### src/sv/pwf_pkg.sv
// ----------------------------------------------------------------------------
// pwf_pkg
// Shared constants, tables, types and saturation helpers of the plane-wave
// field evaluator.
// ----------------------------------------------------------------------------
package pwf_pkg;

  localparam int unsigned CordicStages = 24;
  localparam int unsigned ExpTerms     = 10;
  localparam int unsigned CordicDelay  = 32 - CordicStages;
  localparam int unsigned PDelay       = 34;
  localparam int unsigned PipeDepth    = 42;

  localparam logic signed [33:0] KGain   = 34'sd652032875;
  localparam logic [29:0]        Inv2Pi  = 30'd683565276;
  localparam logic signed [31:0] Log2E   = 32'sd1549082005;
  localparam logic [29:0]        Ln2     = 30'd744261118;
  localparam logic signed [63:0] ExpLim  = 64'sd274877906944;
  localparam logic [31:0]        HornOne = 32'h4000_0000;

  typedef enum logic [2:0] {
    CFG_WAVENUMBER = 3'd0,
    CFG_ADMITTANCE = 3'd1,
    CFG_AMP_X      = 3'd2,
    CFG_AMP_Y      = 3'd3,
    CFG_AMP_Z      = 3'd4,
    CFG_DIRECTION  = 3'd5
  } cfg_idx_e;

  localparam logic [31:0] AtanTurns [32] = '{
    32'h20000000, 32'h12E4051E, 32'h09FB385B, 32'h051111D4, 32'h028B0D43, 32'h0145D7E1,
    32'h00A2F61E, 32'h00517C55, 32'h0028BE53, 32'h00145F2F, 32'h000A2F98, 32'h000517CC,
    32'h00028BE6, 32'h000145F3, 32'h0000A2FA, 32'h0000517D, 32'h000028BE, 32'h0000145F,
    32'h00000A30, 32'h00000518, 32'h0000028C, 32'h00000146, 32'h000000A3, 32'h00000051,
    32'h00000029, 32'h00000014, 32'h0000000A, 32'h00000005, 32'h00000003, 32'h00000001,
    32'h00000001, 32'h00000000
  };

  // floor((2^32-1)/d) for d = 1..10
  localparam logic [31:0] Recip [10] = '{
    32'd4294967295, 32'd2147483647, 32'd1431655765, 32'd1073741823, 32'd858993459,
    32'd715827882,  32'd613566756,  32'd536870911,  32'd477218588,  32'd429496729
  };

  typedef struct packed {
    logic               neg;
    logic signed [33:0] x;
    logic signed [33:0] y;
    logic signed [33:0] z;
  } cordic_t;

  typedef struct packed {
    logic [29:0] y;
    logic [31:0] r;
  } horner_t;

  function automatic logic signed [31:0] sat32(input logic signed [63:0] v);
    logic signed [31:0] r;
    if (v > 64'sd2147483647) begin
      r = 32'sh7FFF_FFFF;
    end else if (v < -64'sd2147483648) begin
      r = 32'sh8000_0000;
    end else begin
      r = v[31:0];
    end
    return r;
  endfunction

  // Q.44 value times 2^p to Q8.24, saturated
  function automatic logic [31:0] scale_out(input logic signed [63:0] v,
                                            input logic signed [9:0] p);
    logic signed [10:0] sh;
    logic signed [10:0] nsh;
    logic [5:0]         amt;
    logic [4:0]         k;
    logic signed [63:0] r;
    logic signed [63:0] lim_hi;
    logic signed [63:0] lim_lo;
    logic [31:0]        res;
    sh  = 11'sd20 - {p[9], p};
    nsh = -sh;
    if (!sh[10]) begin
      amt = (sh > 11'sd62) ? 6'd62 : sh[5:0];
      r   = v >>> amt;
      res = sat32(r);
    end else if (nsh > 11'sd31) begin
      if (v > 64'sd0) begin
        res = 32'h7FFF_FFFF;
      end else if (v < 64'sd0) begin
        res = 32'h8000_0000;
      end else begin
        res = 32'h0;
      end
    end else begin
      k      = nsh[4:0];
      lim_hi = 64'sd2147483647 >>> k;
      lim_lo = -(64'sd1 <<< (6'd31 - {1'b0, k}));
      r      = v <<< k;
      if (v > lim_hi) begin
        res = 32'h7FFF_FFFF;
      end else if (v < lim_lo) begin
        res = 32'h8000_0000;
      end else begin
        res = r[31:0];
      end
    end
    return res;
  endfunction

endpackage

### src/sv/pwf_horner_cell.sv
// ----------------------------------------------------------------------------
// pwf_horner_cell
// One Horner term of the exponential series: r = 1 + (r*y)/term, three stages.
// ----------------------------------------------------------------------------
module pwf_horner_cell (
  input  logic              clk_i,
  input  logic              en_i,
  input  logic [3:0]        term_i,
  input  pwf_pkg::horner_t  d_i,
  output pwf_pkg::horner_t  d_o
);

  logic [61:0] prod_q;
  logic [29:0] ya_q, yb_q, yc_q;
  logic [31:0] q, qb_q, db, dc, rc_q;
  logic [63:0] m_d, m_q;
  logic [35:0] dt, rem;

  assign q   = prod_q[61:30];
  assign m_d = q * pwf_pkg::Recip[term_i - 4'd1];

  always_comb begin
    db  = m_q[63:32];
    dt  = db * term_i;
    rem = {4'b0, qb_q} - dt;
    dc  = (rem >= {32'b0, term_i}) ? db + 32'd1 : db;
  end

  always_ff @(posedge clk_i) begin
    if (en_i) begin
      prod_q <= d_i.r * d_i.y;
      ya_q   <= d_i.y;
      m_q    <= m_d;
      qb_q   <= q;
      yb_q   <= ya_q;
      rc_q   <= pwf_pkg::HornOne + dc;
      yc_q   <= yb_q;
    end
  end

  assign d_o = '{y: yc_q, r: rc_q};

endmodule

### config.mk
export PLATFORM = sky130hd
export DESIGN_NAME = pwf_horner_cell
export DESIGN_NICKNAME = d
export VERILOG_FILES = /design/src/sv/pwf_pkg.sv /design/src/sv/pwf_horner_cell.sv
export SDC_FILE = /design/constraint.sdc
export NUM_CORES = 2
export LEC_CHECK = 0
export BUFFER_PORTS_ARGS = -buffer_cell sky130_fd_sc_hd__buf_2
export CAP_MARGIN = 20
export CORE_ASPECT_RATIO = 0.8
export CORE_MARGIN = 3
export CORE_UTILIZATION = 55
export DETAILED_ROUTE_END_ITERATION = 8
export GPL_ROUTABILITY_DRIVEN = 0
export GPL_TIMING_DRIVEN = 0
export PLACE_DENSITY = 0.71
export SLEW_MARGIN = 10
export SYNTH_ARGS = -nofsm -noshare
export SYNTH_HDL_FRONTEND = slang
export SYNTH_SLANG_ARGS = --single-unit
### constraint.sdc
create_clock -name clk_i -period 27.7 [get_ports clk_i]
set_input_delay 1.385 -clock clk_i [delete_from_list [all_inputs] [get_ports clk_i]]
set_output_delay 1.385 -clock clk_i [all_outputs]
set_load 0.02 [all_outputs]
After elaboration in Yosys (flattened, before gate mapping)
Memories as Yosys holds them, arrays and structs flattened.
Cells that the tools add are included.

storage, ports and cells
  memory bits (read-only) = 512
  input port bits = 68
  word-level logic and storage cells = 21
  bits in registers = 280
  memories = 1
  output and inout port bits = 62

cells by class
  magnitude comparators = 2
  multiplexer cells = 3
  add/subtract/negate cells = 4
  bitwise logic cells = 1
  multipliers = 3

memory list
  name             depth  width  rd ports  clocked after Yosys merged registers in  write ports  RTL line               text
  (no name shown)  16     32     1         0                                        0            pwf_horner_cell.sv:20  assign m_d = q * pwf_pkg::Recip[term_i - 4'd1];

operators by type and width
  operator                                                             number
  32-bit two-way mux                                                   3
  32-bit by 32-bit multiplier with 64-bit output                       1
  32-bit by 30-bit multiplier with 62-bit output                       1
  36-bit by 4-bit greater-or-equal comparator with 1-bit output        1
  32-bit by 4-bit multiplier with 36-bit output                        1
  32-bit by 36-bit subtractor with 36-bit output                       1
  31-bit by 32-bit adder with 32-bit output (first input constant)     1
  32-bit by 1-bit adder with 32-bit output (second input constant)     1
  5-bit greater-or-equal comparator (second input constant)            1
  4-bit inverter with 5-bit output                                     1
  4-bit by 1-bit subtractor with 4-bit output (second input constant)  1

Depth between registers and ports, before layout
  word-level depth = 6
  gate-level depth with buffers = 38
  mapped depth without buffers = 35

Least setup slack after synthesis
Ideal clock, no wire load.

  path type = input to register
  from = in term_i[0]
  to = reg m_q[54], data pin
  buffers on the path = 2
  required time = 27.564 ns
  path slack = 17.483 ns
  cell stages on the path = 32
  arrival = 10.082 ns
  path through = clkbuf_1 -> inv_1 -> ha_1 -> inv_1 -> ha_1 -> nor3b_1 -> o21ai_1 -> clkbuf_1 -> nand2_1 -> fa_1 -> inv_1 -> fa_1 -> fa_1 -> inv_1 -> fa_1 -> inv_1 -> fa_1 -> fa_1 -> fa_1 -> fa_1 -> ha_1 -> a21o_1 -> a21o_1 -> a211oi_1 -> a211oi_1 -> o41ai_1 -> o211a_1 -> o21ai_0 -> a31oi_1 -> o31ai_1 -> or4b_2 -> nand3_1

on the way
  word-level cells in the longest chain between the ends = 6

RTL lines
  what                                                    RTL line               text
  start, declared                                         pwf_horner_cell.sv:8   input logic [3:0] term_i,
  4-bit by 1-bit subtractor with 4-bit output             pwf_horner_cell.sv:20
  4-bit inverter with 5-bit output (not written as such)  pwf_horner_cell.sv:20
  memory read 16 x 32 bit                                 --
  32-bit two-way mux (not written as such) (2 in a row)   pwf_horner_cell.sv:20
  32-bit by 32-bit multiplier with 64-bit output          pwf_horner_cell.sv:20
  via m_d[54]                                             pwf_horner_cell.sv:16  logic [63:0] m_d, m_q;
  end signal, assigned                                    pwf_horner_cell.sv:33  m_q <= m_d;
  end, declared                                           pwf_horner_cell.sv:16

The timed path passes the listed nets, and every way through them passes these cells. The select of a mux whose other input is x is not followed.
A chain may end at the register's enable or synchronous reset.

Worst setup path in the final report
  from = in term_i[0]
  to = reg m_q[60], data pin

Same word-level chain as after synthesis.

==> results.md <==
- Seq cells post-synth: 218
- Die X: about 400 µm
- Initial antenna violation count: 17
- Primary FF master, synth: edfxtp_1
- Die height: 320 µm
- Actual slew at the worst max-slew pin: 1.31 ns
- Syn nets: around 9.3k
- WHS: slightly above 0.4 ns
- Relative slew slack: between 10% and 20%
- First-pass GRT wire length: between 300000 and 400000 µm
- Critical Path Source Type: input port
- Critical path's slowest cell: clkbuf_1
- DR vias: between 50k and 60k
- Final #Nets: 9394
- Yosys warns: 0
- CP dominant cell by count: inv_1
- Peak Freq: about 0.074 GHz
- Placed cell area: 0.0706 mm²
- Post-DP HPWL: between 150000 and 200000 µm
- CTS clk-pin slew, worst paths: 0.06 ns
- Initial core utilization: 55.9%
- Async S/R FF share, synth: 0%
- Die area: approximately 0.13 mm²
- FP Rows: about 110
- Layout Area Growth over Synthesis: 5.26%
- Grt ovf: 0
- Post-cts gate resize count: 0
- Setup TNS: 0 ns
- Final setup vio count: 0
- Layout cell share with drive strength beyond 1: about 2.9%
- Status: completed
- Final period util: 48.9%
- Max_cap viols: 0
- Post-Syn Area: 0.0680 mm²
- Netlist cell types: just under 80
- Design Area, Final: 0.0715 mm²
- CP endpoint kind: flop
- CP Data Arrival Time: about 14 ns
- Root Driver: clkbuf_16
- # DRC: 0
- PortBufs: 99
- H-tree Lvls: 1
- Total core area: 0.122 mm²
- Critical Setup Path Class: in -> reg
- CTS sink count: 218
- Post-DRT Antenna Nets: 0
- CTS tree: built
- Postcts setup bufs: 0
- CP Max Fanout: 12
- Slowest stage delay, CP: 0.83 ns
- Vias in the first global route: about 53k
- TritonRoute pass-1 iters: 8
- Post-Syn Area per Cell: 9.76 µm²
- I/O Pins: 130
- Final worst path period need: 13.55 ns
- Syn Inst Count: about 7.0k
- Worst EP required: roughly 28 ns
- Clock Skews: around 0.018 ns
- Sequential area share after synthesis: between 9 and 10%
- Number of CTS-inserted buffers: 29
- Unrepaired setup endpoints after global routing: no
- Fin. max-slew vios: 0
- Final Hold Viols: 0
- DR WL/cell: approximately 25 µm
- CTS max path bufs: 3
- Hold-fix buffers, CTS: 0
- Clock Latency Late Sink: between 0.6 and 0.7 ns
- EDFF count, synth: around 220
- Largest net degree at the start of global routing: 104
- Utilization after layout: roughly three fifths
- Total GRT Usage: 35.0%
- Post-Route WL: approximately 220000 µm
- Via-to-Cell Ratio: 5.86
- Hold WC Path Type: reg -> reg
- Iteration-0 DRC Markers: approximately 6.4k
[synthesized netlist by cell type, drive strengths merged, types with 67 or more instances]
cell | number | area (µm²)
inv | 1694 | 6360
fa | 1653 | 33100
nand2 | 1024 | 3840
and2 | 599 | 3750
ha | 574 | 7180
clkbuf | 299 | 1120
edfxtp | 218 | 6550
a21oi | 137 | 689
xnor2 | 78 | 683
o21ai | 77 | 385
nor2 | 68 | 285
a21o | 67 | 503
[area by class of cell]
class                   instances  area, µm²
clock buffers                  32        737
flip-flops and latches        218       6550
fillers                     10400      50100
diodes                         16       40.0
multi-input cells            4741      53900
clock inverters                20        160
well taps                    1624       2030
inverters                    1694       6360
plain buffers                 309       1180
repair buffers                106        596
[placed cells by master (no fill, tap or decap), types with 77 or more instances in the layout]
cell type and n:
a21oi_1 136, inv_1 1694, buf_2 105, ha_1 574, fa_1 1653, and2_1 598, xnor2_1 77, nand2_1 1024
clkbuf_1 302, edfxtp_1 218
[through the flow]
stage,worst slack (ns),cells
floorplan,17.48,6962
CTS,14.71,8743
global placement,14.07,8685
global route,13.84,8746
finish,14.15,8760
detailed placement,14.08,8691
[per-layer routing]
layer  vias to the layer above  share of wire, %  GRT usage [%]
met4                        12               3.8           9.87
met5                         -             0.040              0
li1                      21000                 -              -
met3                       600                19           19.3
met2                      3840                38           45.4
met1                     25800                39           50.2
[registers in the layout, indices dropped and copies added (netlist names)]
name and count:
m_q 32, prod_q 32, qb_q 32, rc_q 32
ya_q 30, yb_q 30, yc_q 30
[cell families after synthesis]
kind of cell    count (synthesis)  synth area share, %
compound gates                448                 4.43
fa+ha+maj                    2227                 59.3
mux                             5               0.0810
flops                         218                 9.63
simple gates                 1927                 13.8
buf+inv                      2003                 11.1
xor+xnor                      134                 1.73
[worst paths after layout]
| check | start | to | slack (ns) | cells past startpoint |
|---|---|---|---|---|
| hold reg to reg | yb_q[22] | yc_q[22] | 0.41 | 0 |
| setup / recovery | term_i[0] | m_q[60] | 14.15 | 37 |
| setup reg to reg | prod_q[44] | m_q[60] | 17.26 | 29 |
| hold / removal | yb_q[22] | yc_q[22] | 0.41 | 0 |
[critical path, delay by kind of cell]
family | cells | cell delay (ns)
adders and majority gates | 11 | 5.21
AOI/OAI and AO/OA | 9 | 4.01
buffers and inverters | 12 | 2.35
and+or+nand+nor | 5 | 0.95
Power is left out: the tool's default activity adds up to more than one toggle a clock period on the data nets, which glitch-free logic cannot reach.
