<file path="src/sv/pwf_pkg.sv">
// ----------------------------------------------------------------------------
// pwf_pkg
// Shared constants, tables, types and saturation helpers of the plane-wave
// field evaluator.
// ----------------------------------------------------------------------------
package pwf_pkg;

  localparam int unsigned CordicStages = 24;
  localparam int unsigned ExpTerms     = 10;
  localparam int unsigned CordicDelay  = 32 - CordicStages;
  localparam int unsigned PDelay       = 34;
  localparam int unsigned PipeDepth    = 42;

  localparam logic signed [33:0] KGain   = 34'sd652032875;
  localparam logic [29:0]        Inv2Pi  = 30'd683565276;
  localparam logic signed [31:0] Log2E   = 32'sd1549082005;
  localparam logic [29:0]        Ln2     = 30'd744261118;
  localparam logic signed [63:0] ExpLim  = 64'sd274877906944;
  localparam logic [31:0]        HornOne = 32'h4000_0000;

  typedef enum logic [2:0] {
    CFG_WAVENUMBER = 3'd0,
    CFG_ADMITTANCE = 3'd1,
    CFG_AMP_X      = 3'd2,
    CFG_AMP_Y      = 3'd3,
    CFG_AMP_Z      = 3'd4,
    CFG_DIRECTION  = 3'd5
  } cfg_idx_e;

  localparam logic [31:0] AtanTurns [32] = '{
    32'h20000000, 32'h12E4051E, 32'h09FB385B, 32'h051111D4, 32'h028B0D43, 32'h0145D7E1,
    32'h00A2F61E, 32'h00517C55, 32'h0028BE53, 32'h00145F2F, 32'h000A2F98, 32'h000517CC,
    32'h00028BE6, 32'h000145F3, 32'h0000A2FA, 32'h0000517D, 32'h000028BE, 32'h0000145F,
    32'h00000A30, 32'h00000518, 32'h0000028C, 32'h00000146, 32'h000000A3, 32'h00000051,
    32'h00000029, 32'h00000014, 32'h0000000A, 32'h00000005, 32'h00000003, 32'h00000001,
    32'h00000001, 32'h00000000
  };

  // floor((2^32-1)/d) for d = 1..10
  localparam logic [31:0] Recip [10] = '{
    32'd4294967295, 32'd2147483647, 32'd1431655765, 32'd1073741823, 32'd858993459,
    32'd715827882,  32'd613566756,  32'd536870911,  32'd477218588,  32'd429496729
  };

  typedef struct packed {
    logic               neg;
    logic signed [33:0] x;
    logic signed [33:0] y;
    logic signed [33:0] z;
  } cordic_t;

  typedef struct packed {
    logic [29:0] y;
    logic [31:0] r;
  } horner_t;

  function automatic logic signed [31:0] sat32(input logic signed [63:0] v);
    logic signed [31:0] r;
    if (v > 64'sd2147483647) begin
      r = 32'sh7FFF_FFFF;
    end else if (v < -64'sd2147483648) begin
      r = 32'sh8000_0000;
    end else begin
      r = v[31:0];
    end
    return r;
  endfunction

  // Q.44 value times 2^p to Q8.24, saturated
  function automatic logic [31:0] scale_out(input logic signed [63:0] v,
                                            input logic signed [9:0] p);
    logic signed [10:0] sh;
    logic signed [10:0] nsh;
    logic [5:0]         amt;
    logic [4:0]         k;
    logic signed [63:0] r;
    logic signed [63:0] lim_hi;
    logic signed [63:0] lim_lo;
    logic [31:0]        res;
    sh  = 11'sd20 - {p[9], p};
    nsh = -sh;
    if (!sh[10]) begin
      amt = (sh > 11'sd62) ? 6'd62 : sh[5:0];
      r   = v >>> amt;
      res = sat32(r);
    end else if (nsh > 11'sd31) begin
      if (v > 64'sd0) begin
        res = 32'h7FFF_FFFF;
      end else if (v < 64'sd0) begin
        res = 32'h8000_0000;
      end else begin
        res = 32'h0;
      end
    end else begin
      k      = nsh[4:0];
      lim_hi = 64'sd2147483647 >>> k;
      lim_lo = -(64'sd1 <<< (6'd31 - {1'b0, k}));
      r      = v <<< k;
      if (v > lim_hi) begin
        res = 32'h7FFF_FFFF;
      end else if (v < lim_lo) begin
        res = 32'h8000_0000;
      end else begin
        res = r[31:0];
      end
    end
    return res;
  endfunction

endpackage

</file>
<file path="src/sv/pwf_cordic_cell.sv">
// ----------------------------------------------------------------------------
// pwf_cordic_cell
// One registered CORDIC rotation step in turn units.
// ----------------------------------------------------------------------------
module pwf_cordic_cell (
  input  logic              clk_i,
  input  logic              en_i,
  input  logic [4:0]        stage_i,
  input  pwf_pkg::cordic_t  d_i,
  output pwf_pkg::cordic_t  d_o
);

  pwf_pkg::cordic_t   d_d, d_q;
  logic signed [33:0] dx, dy, ang;

  always_comb begin
    dx  = $signed(d_i.y) >>> stage_i;
    dy  = $signed(d_i.x) >>> stage_i;
    ang = $signed({2'b00, pwf_pkg::AtanTurns[stage_i]});
    d_d = d_i;
    if (!d_i.z[33]) begin
      d_d.x = d_i.x - dx;
      d_d.y = d_i.y + dy;
      d_d.z = d_i.z - ang;
    end else begin
      d_d.x = d_i.x + dx;
      d_d.y = d_i.y - dy;
      d_d.z = d_i.z + ang;
    end
  end

  always_ff @(posedge clk_i) begin
    if (en_i) begin
      d_q <= d_d;
    end
  end

  assign d_o = d_q;

endmodule

</file>
<file path="config.mk">
export PLATFORM = sky130hd
export DESIGN_NAME = pwf_cordic_cell
export DESIGN_NICKNAME = d
export VERILOG_FILES = /design/src/sv/pwf_pkg.sv /design/src/sv/pwf_cordic_cell.sv
export SDC_FILE = /design/constraint.sdc
export NUM_CORES = 1
export LEC_CHECK = 0
export ABC_AREA = 1
export ABC_CLOCK_PERIOD_IN_PS = 14420
export BUFFER_PORTS_ARGS = -buffer_cell sky130_fd_sc_hd__buf_2
export CAP_MARGIN = 0
export CORE_ASPECT_RATIO = 1.5
export CORE_MARGIN = 2
export CORE_UTILIZATION = 60
export DETAILED_ROUTE_END_ITERATION = 10
export HOLD_SLACK_MARGIN = 0.02
export PLACE_DENSITY = 0.92
export SETUP_SLACK_MARGIN = 0.5
export SLEW_MARGIN = 10
export SYNTH_ARGS = -nofsm -noshare
export SYNTH_HDL_FRONTEND = slang
export SYNTH_SLANG_ARGS = --single-unit
</file>
<file path="constraint.sdc">
create_clock -name clk_i -period 14.42 [get_ports clk_i]
set_clock_uncertainty 0.15 [all_clocks]
set_input_delay 2.884 -clock clk_i [delete_from_list [all_inputs] [get_ports clk_i]]
set_output_delay 2.884 -clock clk_i [all_outputs]
set_load 0.03 [all_outputs]
</file>
After elaboration in Yosys (flattened, before gate mapping)

Memory sizes are Yosys's and may differ from the RTL's.
Cells that the tools add are included.
W data, S select, Z words.

ROM bits: 1024
Memories: 1
Register bits: 103
Bits of input ports: 110
Output and inout bits: 103

$add $sub $neg: 6
Muxes and demuxes: 3
Shift operators: 2
Order comparisons: 1
Bitwise operators: 1

Memory list:

| name             | depth | width | rd ports | clocked after Yosys merged registers in | write ports | line                  | text |
|---|---|---|---|---|---|---|---|
| (name not given) | 32    | 32    | 1        | 0                                       | 0           | pwf_cordic_cell.sv:19 | `ang = $signed({2'b00, pwf_pkg::AtanTurns[stage_i]});` |

Operator list:

| kind                 | count |
|---|---|
| $mux W102            | 1 |
| $add A34 B34 Y34     | 2 |
| $sshr A34 B5 Y34     | 2 |
| $sub A34 B34 Y34     | 2 |
| $mux W32             | 2 |
| $add A34 B33 Y34     | 1 |
| $sub A34 B33 Y34     | 1 |
| $ge A6 B6 Y1 const B | 1 |
| $not A5 Y6           | 1 |

Longest topological paths before layout

Gate-level depths: netlist of the first run.

Depth in word-level cells: 6
Depth in mapped cells: 34
Gate-level depth less buffers: 32

Worst setup path after synthesis of the first run

No wires, ideal clock.

Path kind: input -> register
From: input stage_i[0]
To: register d_q, in the netlist d_o[23] (data pin)
Cell stages on the path: 28
Path slack: 7.523 ns
Buffers on the path: 3
Data arrival time: 6.482 ns
Data required time: 14.005 ns
Library setup time: 0.265 ns
Path through: buf_6 inv_4 buf_6 buf_6 ha_1 nor2_1 nor2_1 nand2_1 o21ai_0 a21oi_1 ha_1 nand4_1 nor2_1 nor2_1 xor2_1 inv_1 ha_1 nand2_1 a21oi_1 a211oi_1 nand2_1 a21oi_1 inv_1 nand2_1 nand2_1 a21boi_0 o21ai_0 xor2_1

RTL lines:

| element                | line                  | text |
|---|---|---|
| start: declaration     | pwf_cordic_cell.sv:8  | `input logic [4:0] stage_i,` |
| end signal: assignment | pwf_cordic_cell.sv:34 | `d_q <= d_d;` |
| end: declaration       | pwf_cordic_cell.sv:13 | `pwf_pkg::cordic_t d_d, d_q;` |

==> impl_results.rst, run 1 <==
.. list-table::
   :header-rows: 1

   * - Metric
     - Value
   * - Result of the run
     - finished clean
   * - Port-buffer cells
     - 212
   * - Wire length reported by the detailed router
     - 56200 um
   * - Nets
     - 2806
   * - Area added between synthesis and finish
     - 9.47%
   * - Clock tree from TritonCTS
     - done
   * - Post-route minimum period
     - 8810 ps
   * - Final period utilization
     - 0.611
   * - Iteration-0 DRC count of the detailed router
     - 1661
   * - Count of placed standard cells in the final layout, fillers left out
     - 2915
   * - Total of flip-flops plus latches after synthesis
     - 103
   * - Routed vias
     - 17700
   * - Maximum fanout along the worst path
     - 47
   * - Final TNS setup
     - 0 ps
   * - Number of diodes added for antenna fixing
     - 0
   * - Dpl hpwl
     - 44700 um
   * - Most used DFF post-synth
     - edfxtp_1
   * - Maximum level of the CTS H-tree
     - 3
   * - Transition time of the tightest slew-check pin
     - 929 ps
   * - Count of endpoints failing setup in the final report
     - 0
   * - # Max-Cap Violations
     - 0
   * - Required time reported for the critical path endpoint
     - 14430 ps
   * - Die Y-Extent
     - 199 um
   * - Post-synth net total
     - 2656
   * - Worst slack at placement
     - 5480 ps
   * - Start-to-end type of the worst setup path
     - input pin to flop
   * - Dominant cell type by area after synthesis
     - edfxtp_1
   * - Number of buffers created by CTS
     - 9
   * - Warnings, synthesis
     - 0
   * - Number of hold violations in the final report
     - 0
   * - Floorplan core area
     - 25000 um^2
   * - Hold Buf Count CTS
     - 0
   * - Biggest area contributors in the synthesized netlist
     - edfxtp_1, nand2_1, nand3_1
   * - Fraction of layout cells with a size suffix above 1
     - 0.119
   * - RePlAce Congestion
     - 1.05
   * - Unrepaired setup endpoints after global routing
     - no
   * - First-pass GRT wire length
     - 86600 um
   * - Yosys cell types
     - 50
   * - Pin count of the biggest net entering global routing
     - 83
   * - Routed length per placed instance
     - 19.3 um
   * - Number of flops mapped to enable cells by yosys
     - 103
   * - Area post-placement
     - 16300 um^2
   * - Peak supply drop
     - 0.102 mV
   * - Post-synthesis async set-or-reset flop share
     - 0
   * - Sequential area share after synthesis
     - 0.203
   * - Number of placed instances, taps included
     - 2900
   * - Post-route design area
     - 16700 um^2
   * - GRT Util Overall
     - 0.415
   * - Number of antenna violations at the first check in global routing
     - 0
   * - Critical path capture point type
     - flop
   * - Die Wd
     - 134 um
   * - Count of antenna-violating nets left after detailed routing
     - 0
   * - Flip-flop count of the largest register after layout
     - 103
   * - Most common cell after layout, fill and taps aside
     - nand2_1
   * - Number of max-slew violations in the final report
     - 0
   * - Worst-case setup margin in the final layout
     - 5610 ps
   * - Sum of overflow across all layers after global routing
     - 0
   * - Power density normalized to cell area
     - 111 nW/um^2
   * - Final standard cell utilization of the core
     - 0.667
   * - Clock transition time at the flip-flop clock pins of the worst setup and hold paths
     - 80 ps
   * - Initial Util
     - 0.609
   * - Residual DRC
     - 0
   * - Mean area per synthesized cell
     - 6.25 um^2
   * - Buffer cell driving the clock tree root
     - clkbuf_16
   * - Post-route total power
     - 1.85 mW
   * - Post-synthesis cell area
     - 15200 um^2
   * - Via count of the first global-routing pass
     - 17200
   * - Most frequent cells in the layout
     - nand2_1, nand3_1, buf_2
   * - Number of buffers on the longest clock path
     - 2
   * - Average vias per placed instance
     - 6.09
   * - Slew HR
     - 0.381
   * - Count of mapped cells out of synthesis
     - 2433
   * - Highest achievable clock rate
     - 114 MHz
   * - Yosys top cell area share
     - 0.203
   * - Data arrival time of the critical path
     - 8820 ps
   * - Tightest Hold Check Type
     - input pin to flop
   * - Top-level port count
     - 213
   * - Drt pass-1 iters
     - 7
   * - Static Leakage
     - 8.43 nW
   * - Worst hold margin
     - 2540 ps
   * - Full die area
     - 26700 um^2
   * - Site Rows
     - 71
   * - Number of gates resized after CTS
     - 0
   * - CTS sink cnt
     - 103
   * - Startpoint type of the worst setup path
     - input pin
   * - Post-CTS setup buffer count
     - 0
power by group:
group | leakage, nW | internal, mW | switching, mW
registers | 1.01 | 0.451 | 0.0195
logic | 7.27 | 0.335 | 0.760
clock network | 0.155 | 0.151 | 0.130
synth_stat cells (3+ instances only):
master    instances
o22ai_1           6
o21ai_1           7
buf_4             6
nand2_4           6
nor3_1           14
nand3_1         358
a21o_1           10
edfxtp_1        103
nor3_2            3
clkbuf_1         27
nor4_1            3
nor2_2           13
o31ai_1           5
ha_1            110
nand2_1         781
o21ai_0          83
nand4_1          17
a211oi_1          3
a21oi_1         137
xnor2_1          58
nand3_2          13
nor2_1          203
nand3b_1          8
inv_2             9
inv_1           193
a21boi_0          3
o21a_1            7
a31oi_1          27
buf_1             9
o221ai_1          3
fa_1              3
xor2_1          116
buf_6             5
nand2_2          15
o211ai_1         13
buf_2            38
logic make-up after synthesis:
family / count (synthesis) / share of synthesized area
fa+ha+maj: 113 / 0.0944
buf+inv: 290 / 0.0795
simple gates: 1441 / 0.407
flops: 103 / 0.203
xor+xnor: 174 / 0.100
compound gates: 312 / 0.115
final timing paths:
check / from / endpoint / slack (ps) / cells past startpoint
max: stage_i[3] / d_o[95] / 5610 / 24
min: d_i[102] / d_o[102] / 2540 / 1
critical path, stage by stage:
cell and delay, ps:
buf_2 100, buf_4 270, inv_2 710, nand2_1 450
inv_2 540, nand2_1 110, nand3_1 140, inv_1 100
ha_1 220, nand2_1 150, o31ai_1 100, xor2_1 370
inv_1 110, ha_1 400, nand2_1 70, nor2_1 170
nand4_1 150, nor2_1 620, a21oi_1 300, o21ai_0 380
nand2_1 90, nand2_1 130, a21oi_1 100, xnor2_1 130
final cells by class:
cell class	count	area, um^2
Timing Repair Buffer	225	1160
Inverter	204	768
Clock inverter	6	85.1
Tap cell	328	410
Fill cell	2316	8310
Sequential cell	103	3090
Multi-Input combinational cell	2040	10900
Clock buffer	9	225
layer usage:
layer	vias to the layer above	global-route usage	part of all wire
li1	8397	-	-
met4	0	0.307	0.080
met2	978	0.732	0.48
met3	262	0.0550	0.073
met5	-	0	0
met1	8110	0.454	0.36
Note: power is estimated with default switching activity, not from simulation.
==> inputs of run 2 (changes only) <==
--- a/config.mk
+++ b/config.mk
@@ -6,7 +6,7 @@
 export NUM_CORES = 1
 export LEC_CHECK = 0
 export ABC_AREA = 1
-export ABC_CLOCK_PERIOD_IN_PS = 14420
+export ABC_CLOCK_PERIOD_IN_PS = 8300
 export BUFFER_PORTS_ARGS = -buffer_cell sky130_fd_sc_hd__buf_2
 export CAP_MARGIN = 0
 export CORE_ASPECT_RATIO = 1.5
==> constraint.sdc (replaced) <==
create_clock -name clk_i -period 8.3 [get_ports clk_i]
set_clock_uncertainty 0.15 [all_clocks]
set_input_delay 1.66 -clock clk_i [delete_from_list [all_inputs] [get_ports clk_i]]
set_output_delay 1.66 -clock clk_i [all_outputs]
set_load 0.03 [all_outputs]
==> run 2 against run 1 <==
Sequential power rose by 74%; worst hold slack worse by 1200 ps; largest power group unchanged; core utilization hardly changed; clock power rose by 59%; non-clock buffer count grew 3; die area stayed put; sequential cell count unchanged; sequential share of layout area is essentially flat; critical endpoint unchanged; critical path depth grew 3; worst setup slack got worse by 4300 ps; count of clock-buffer cells in the layout is the same; final area hardly changed.
==> impl_results.rst, run 2 (synthesis results as in run 1) <==
.. list-table::
   :header-rows: 1

   * - Metric
     - Value
   * - Result of the run
     - finished clean
   * - Pin count of the biggest net entering global routing
     - 83 (unchanged)
   * - Required time reported for the critical path endpoint
     - 8300 ps (-6130 ps)
   * - # Max-Cap Violations
     - 0 (unchanged)
   * - Largest incremental delay on the critical path
     - 510 ps (-200 ps)
   * - Transition time of the tightest slew-check pin
     - 860 ps (-68.6 ps)
   * - Drt pass-1 iters
     - 6 (-1)
   * - Cell family with most CP delay
     - simple AND/OR/NAND/NOR gates
   * - Initial Util
     - 0.609 (unchanged)
   * - Number of antenna violations at the first check in global routing
     - 0 (unchanged)
   * - Post-CTS setup buffer count
     - 0 (unchanged)
   * - Critical path capture point type
     - flop
   * - Unrepaired setup endpoints after global routing
     - no
   * - Count of antenna-violating nets left after detailed routing
     - 0 (unchanged)
   * - Final period utilization
     - 0.840
   * - Static Leakage
     - 8.44 nW (about the same)
   * - Post-route minimum period
     - 6970 ps
   * - Site Rows
     - 71 (unchanged)
   * - Most frequent cells in the layout
     - nand2_1, nand3_1, buf_2
   * - Residual DRC
     - 0 (unchanged)
   * - Most common cell after layout, fill and taps aside
     - nand2_1
   * - Top-level port count
     - 213 (unchanged)
   * - Buffer cell driving the clock tree root
     - clkbuf_16
   * - GRT Util Overall
     - 0.411 (-0.00424)
   * - Tightest Hold Check Type
     - input pin to flop
   * - Combined buffer and inverter count along the critical path
     - 5 (-1)
   * - Number of gates resized after CTS
     - 0 (unchanged)
   * - Die Y-Extent
     - 199 um (unchanged)
   * - Worst hold path depth
     - 1 (unchanged)
   * - Worst-case hold path end point
     - d_o[102]
   * - Port-buffer cells
     - 212 (unchanged)
   * - CTS sink cnt
     - 103 (unchanged)
   * - Count of cell instances traversed by the critical path
     - 27 (+13%)
   * - Fraction of layout cells with a size suffix above 1
     - 0.119 (+0.000635)
   * - Iteration-0 DRC count of the detailed router
     - 1827 (+10%)
   * - Met3 global-route usage
     - 0.0594 (+0.00433)
   * - Number of buffers created by CTS
     - 9 (unchanged)
   * - Sum of overflow across all layers after global routing
     - 0 (unchanged)
   * - Startpoint type of the worst setup path
     - input pin
   * - Data arrival time of the critical path
     - 6980 ps (-1840 ps)
   * - Maximum level of the CTS H-tree
     - 3 (unchanged)
   * - Cell repeated most along the worst path
     - nand2_1
   * - Area added between synthesis and finish
     - 9.45% (about the same)
   * - Nets
     - 2809 (+0.11%)
   * - Worst slack at placement
     - 1080 ps (-4390 ps)
   * - Number of max-slew violations in the final report
     - 0 (unchanged)
   * - Slew HR
     - 0.427 (+0.0457)
   * - Via count of the first global-routing pass
     - 16900 (-2.0%)
   * - Full die area
     - 26700 um^2 (unchanged)
   * - Routed vias
     - 17800 (+0.16%)
   * - Power density normalized to cell area
     - 190 nW/um^2 (+71%)
   * - Die Wd
     - 134 um (unchanged)
   * - Maximum fanout along the worst path
     - 34 (-28%)
   * - Worst-case setup margin in the final layout
     - 1330 ps (-4280 ps)
   * - Final TNS setup
     - 0 ps (unchanged)
   * - First-pass GRT wire length
     - 85500 um (-1.3%)
   * - Fill cell total of the finished layout
     - 2310 (-0.26%)
   * - Clock transition time at the flip-flop clock pins of the worst setup and hold paths
     - 80 ps (about the same)
   * - Most Crowded Layer GR
     - met2
   * - Average vias per placed instance
     - 6.09 (about the same)
   * - Flip-flop count of the largest register after layout
     - 103 (unchanged)
   * - Dpl hpwl
     - 45000 um (+0.61%)
   * - Wire length reported by the detailed router
     - 56200 um (+0.12%)
   * - Worst hold margin
     - 1310 ps (-1230 ps)
   * - Start-to-end type of the worst setup path
     - input pin to flop
   * - Peak supply drop
     - 0.163 mV (+60%)
   * - Highest achievable clock rate
     - 143 MHz
   * - Hold Buf Count CTS
     - 0 (unchanged)
   * - Count of endpoints failing setup in the final report
     - 0 (unchanged)
   * - Routed length per placed instance
     - 19.3 um (about the same)
   * - RePlAce Congestion
     - 1.05 (+0.25%)
   * - Number of buffers on the longest clock path
     - 2 (unchanged)
   * - Number of diodes added for antenna fixing
     - 0 (unchanged)
   * - Start point of the worst min-delay path
     - d_i[102]
   * - Number of hold violations in the final report
     - 0 (unchanged)
   * - Fraction of met2 tracks used by global routing
     - 0.724 (-0.00779)
   * - Floorplan core area
     - 25000 um^2 (unchanged)
   * - Highest-delay cell along the critical path
     - a21oi_1
   * - Grt met1 use
     - 0.448 (-0.00590)
   * - Clock tree from TritonCTS
     - done
run 2: cell count changes in the layout (fill, tap and decap cells not counted), sizes merged:
cell    before  now
bufinv       2    1
inv        204  205
buf        225  228
run 2: final cells by class:
class	count	area, um^2	area share
clock buffer	9	225	0.0135
clock inverter	6	60.1	0.00361
inverter	204	768	0.0461
multi-input combinational	2040	10900	0.655
sequential	103	3090	0.186
tap	328	410	0.0246
timing repair buffer	228	1180	0.0711
run 2: how the worst max path moves through the flow:
stage | slack [ps] | from | end
6_report | 1330 | stage_i[1] | d_o[95]
5_1_grt | 1100 | stage_i[1] | d_o[95]
2_1_floorplan | 2630 | stage_i[0] | d_o[23]
4_1_cts | 1480 | stage_i[1] | d_o[95]
3_5_place_dp | 1080 | stage_i[1] | d_o[95]
3_3_place_gp | 1080 | stage_i[1] | d_o[95]
run 2: stage by stage:
| stage | cell area (um^2) | util | cells | power (mW) |
|---|---|---|---|---|
| after floorplan | 15200 | - | 2433 | 2.17 |
| after global placement | 16400 | 0.656 | 2903 | 2.64 |
| after detailed placement | 16400 | 0.656 | 2903 | 2.68 |
| after CTS | 16600 | 0.667 | 2918 | 3.12 |
| after global routing | 16600 | 0.667 | 2918 | 3.34 |
| final | 16600 | 0.667 | 2918 | 3.16 |
run 2: where the power goes:
| group | leakage, nW | total, mW | switching, mW | internal (mW) |
|---|---|---|---|---|
| sequential | 1.01 | 0.819 | 0.0353 | 0.784 |
| clock | 0.141 | 0.447 | 0.216 | 0.231 |
| combinational | 7.29 | 1.90 | 1.32 | 0.581 |
run 2: routing by layer:
layer | wire length, um | vias up | part of all wire
met4 | 4470 | 0 | 0.079
met1 | 20400 | 8177 | 0.36
met2 | 27200 | 935 | 0.48
met3 | 4150 | 255 | 0.074
li1 | - | 8409 | -
met5 | 0 | - | 0
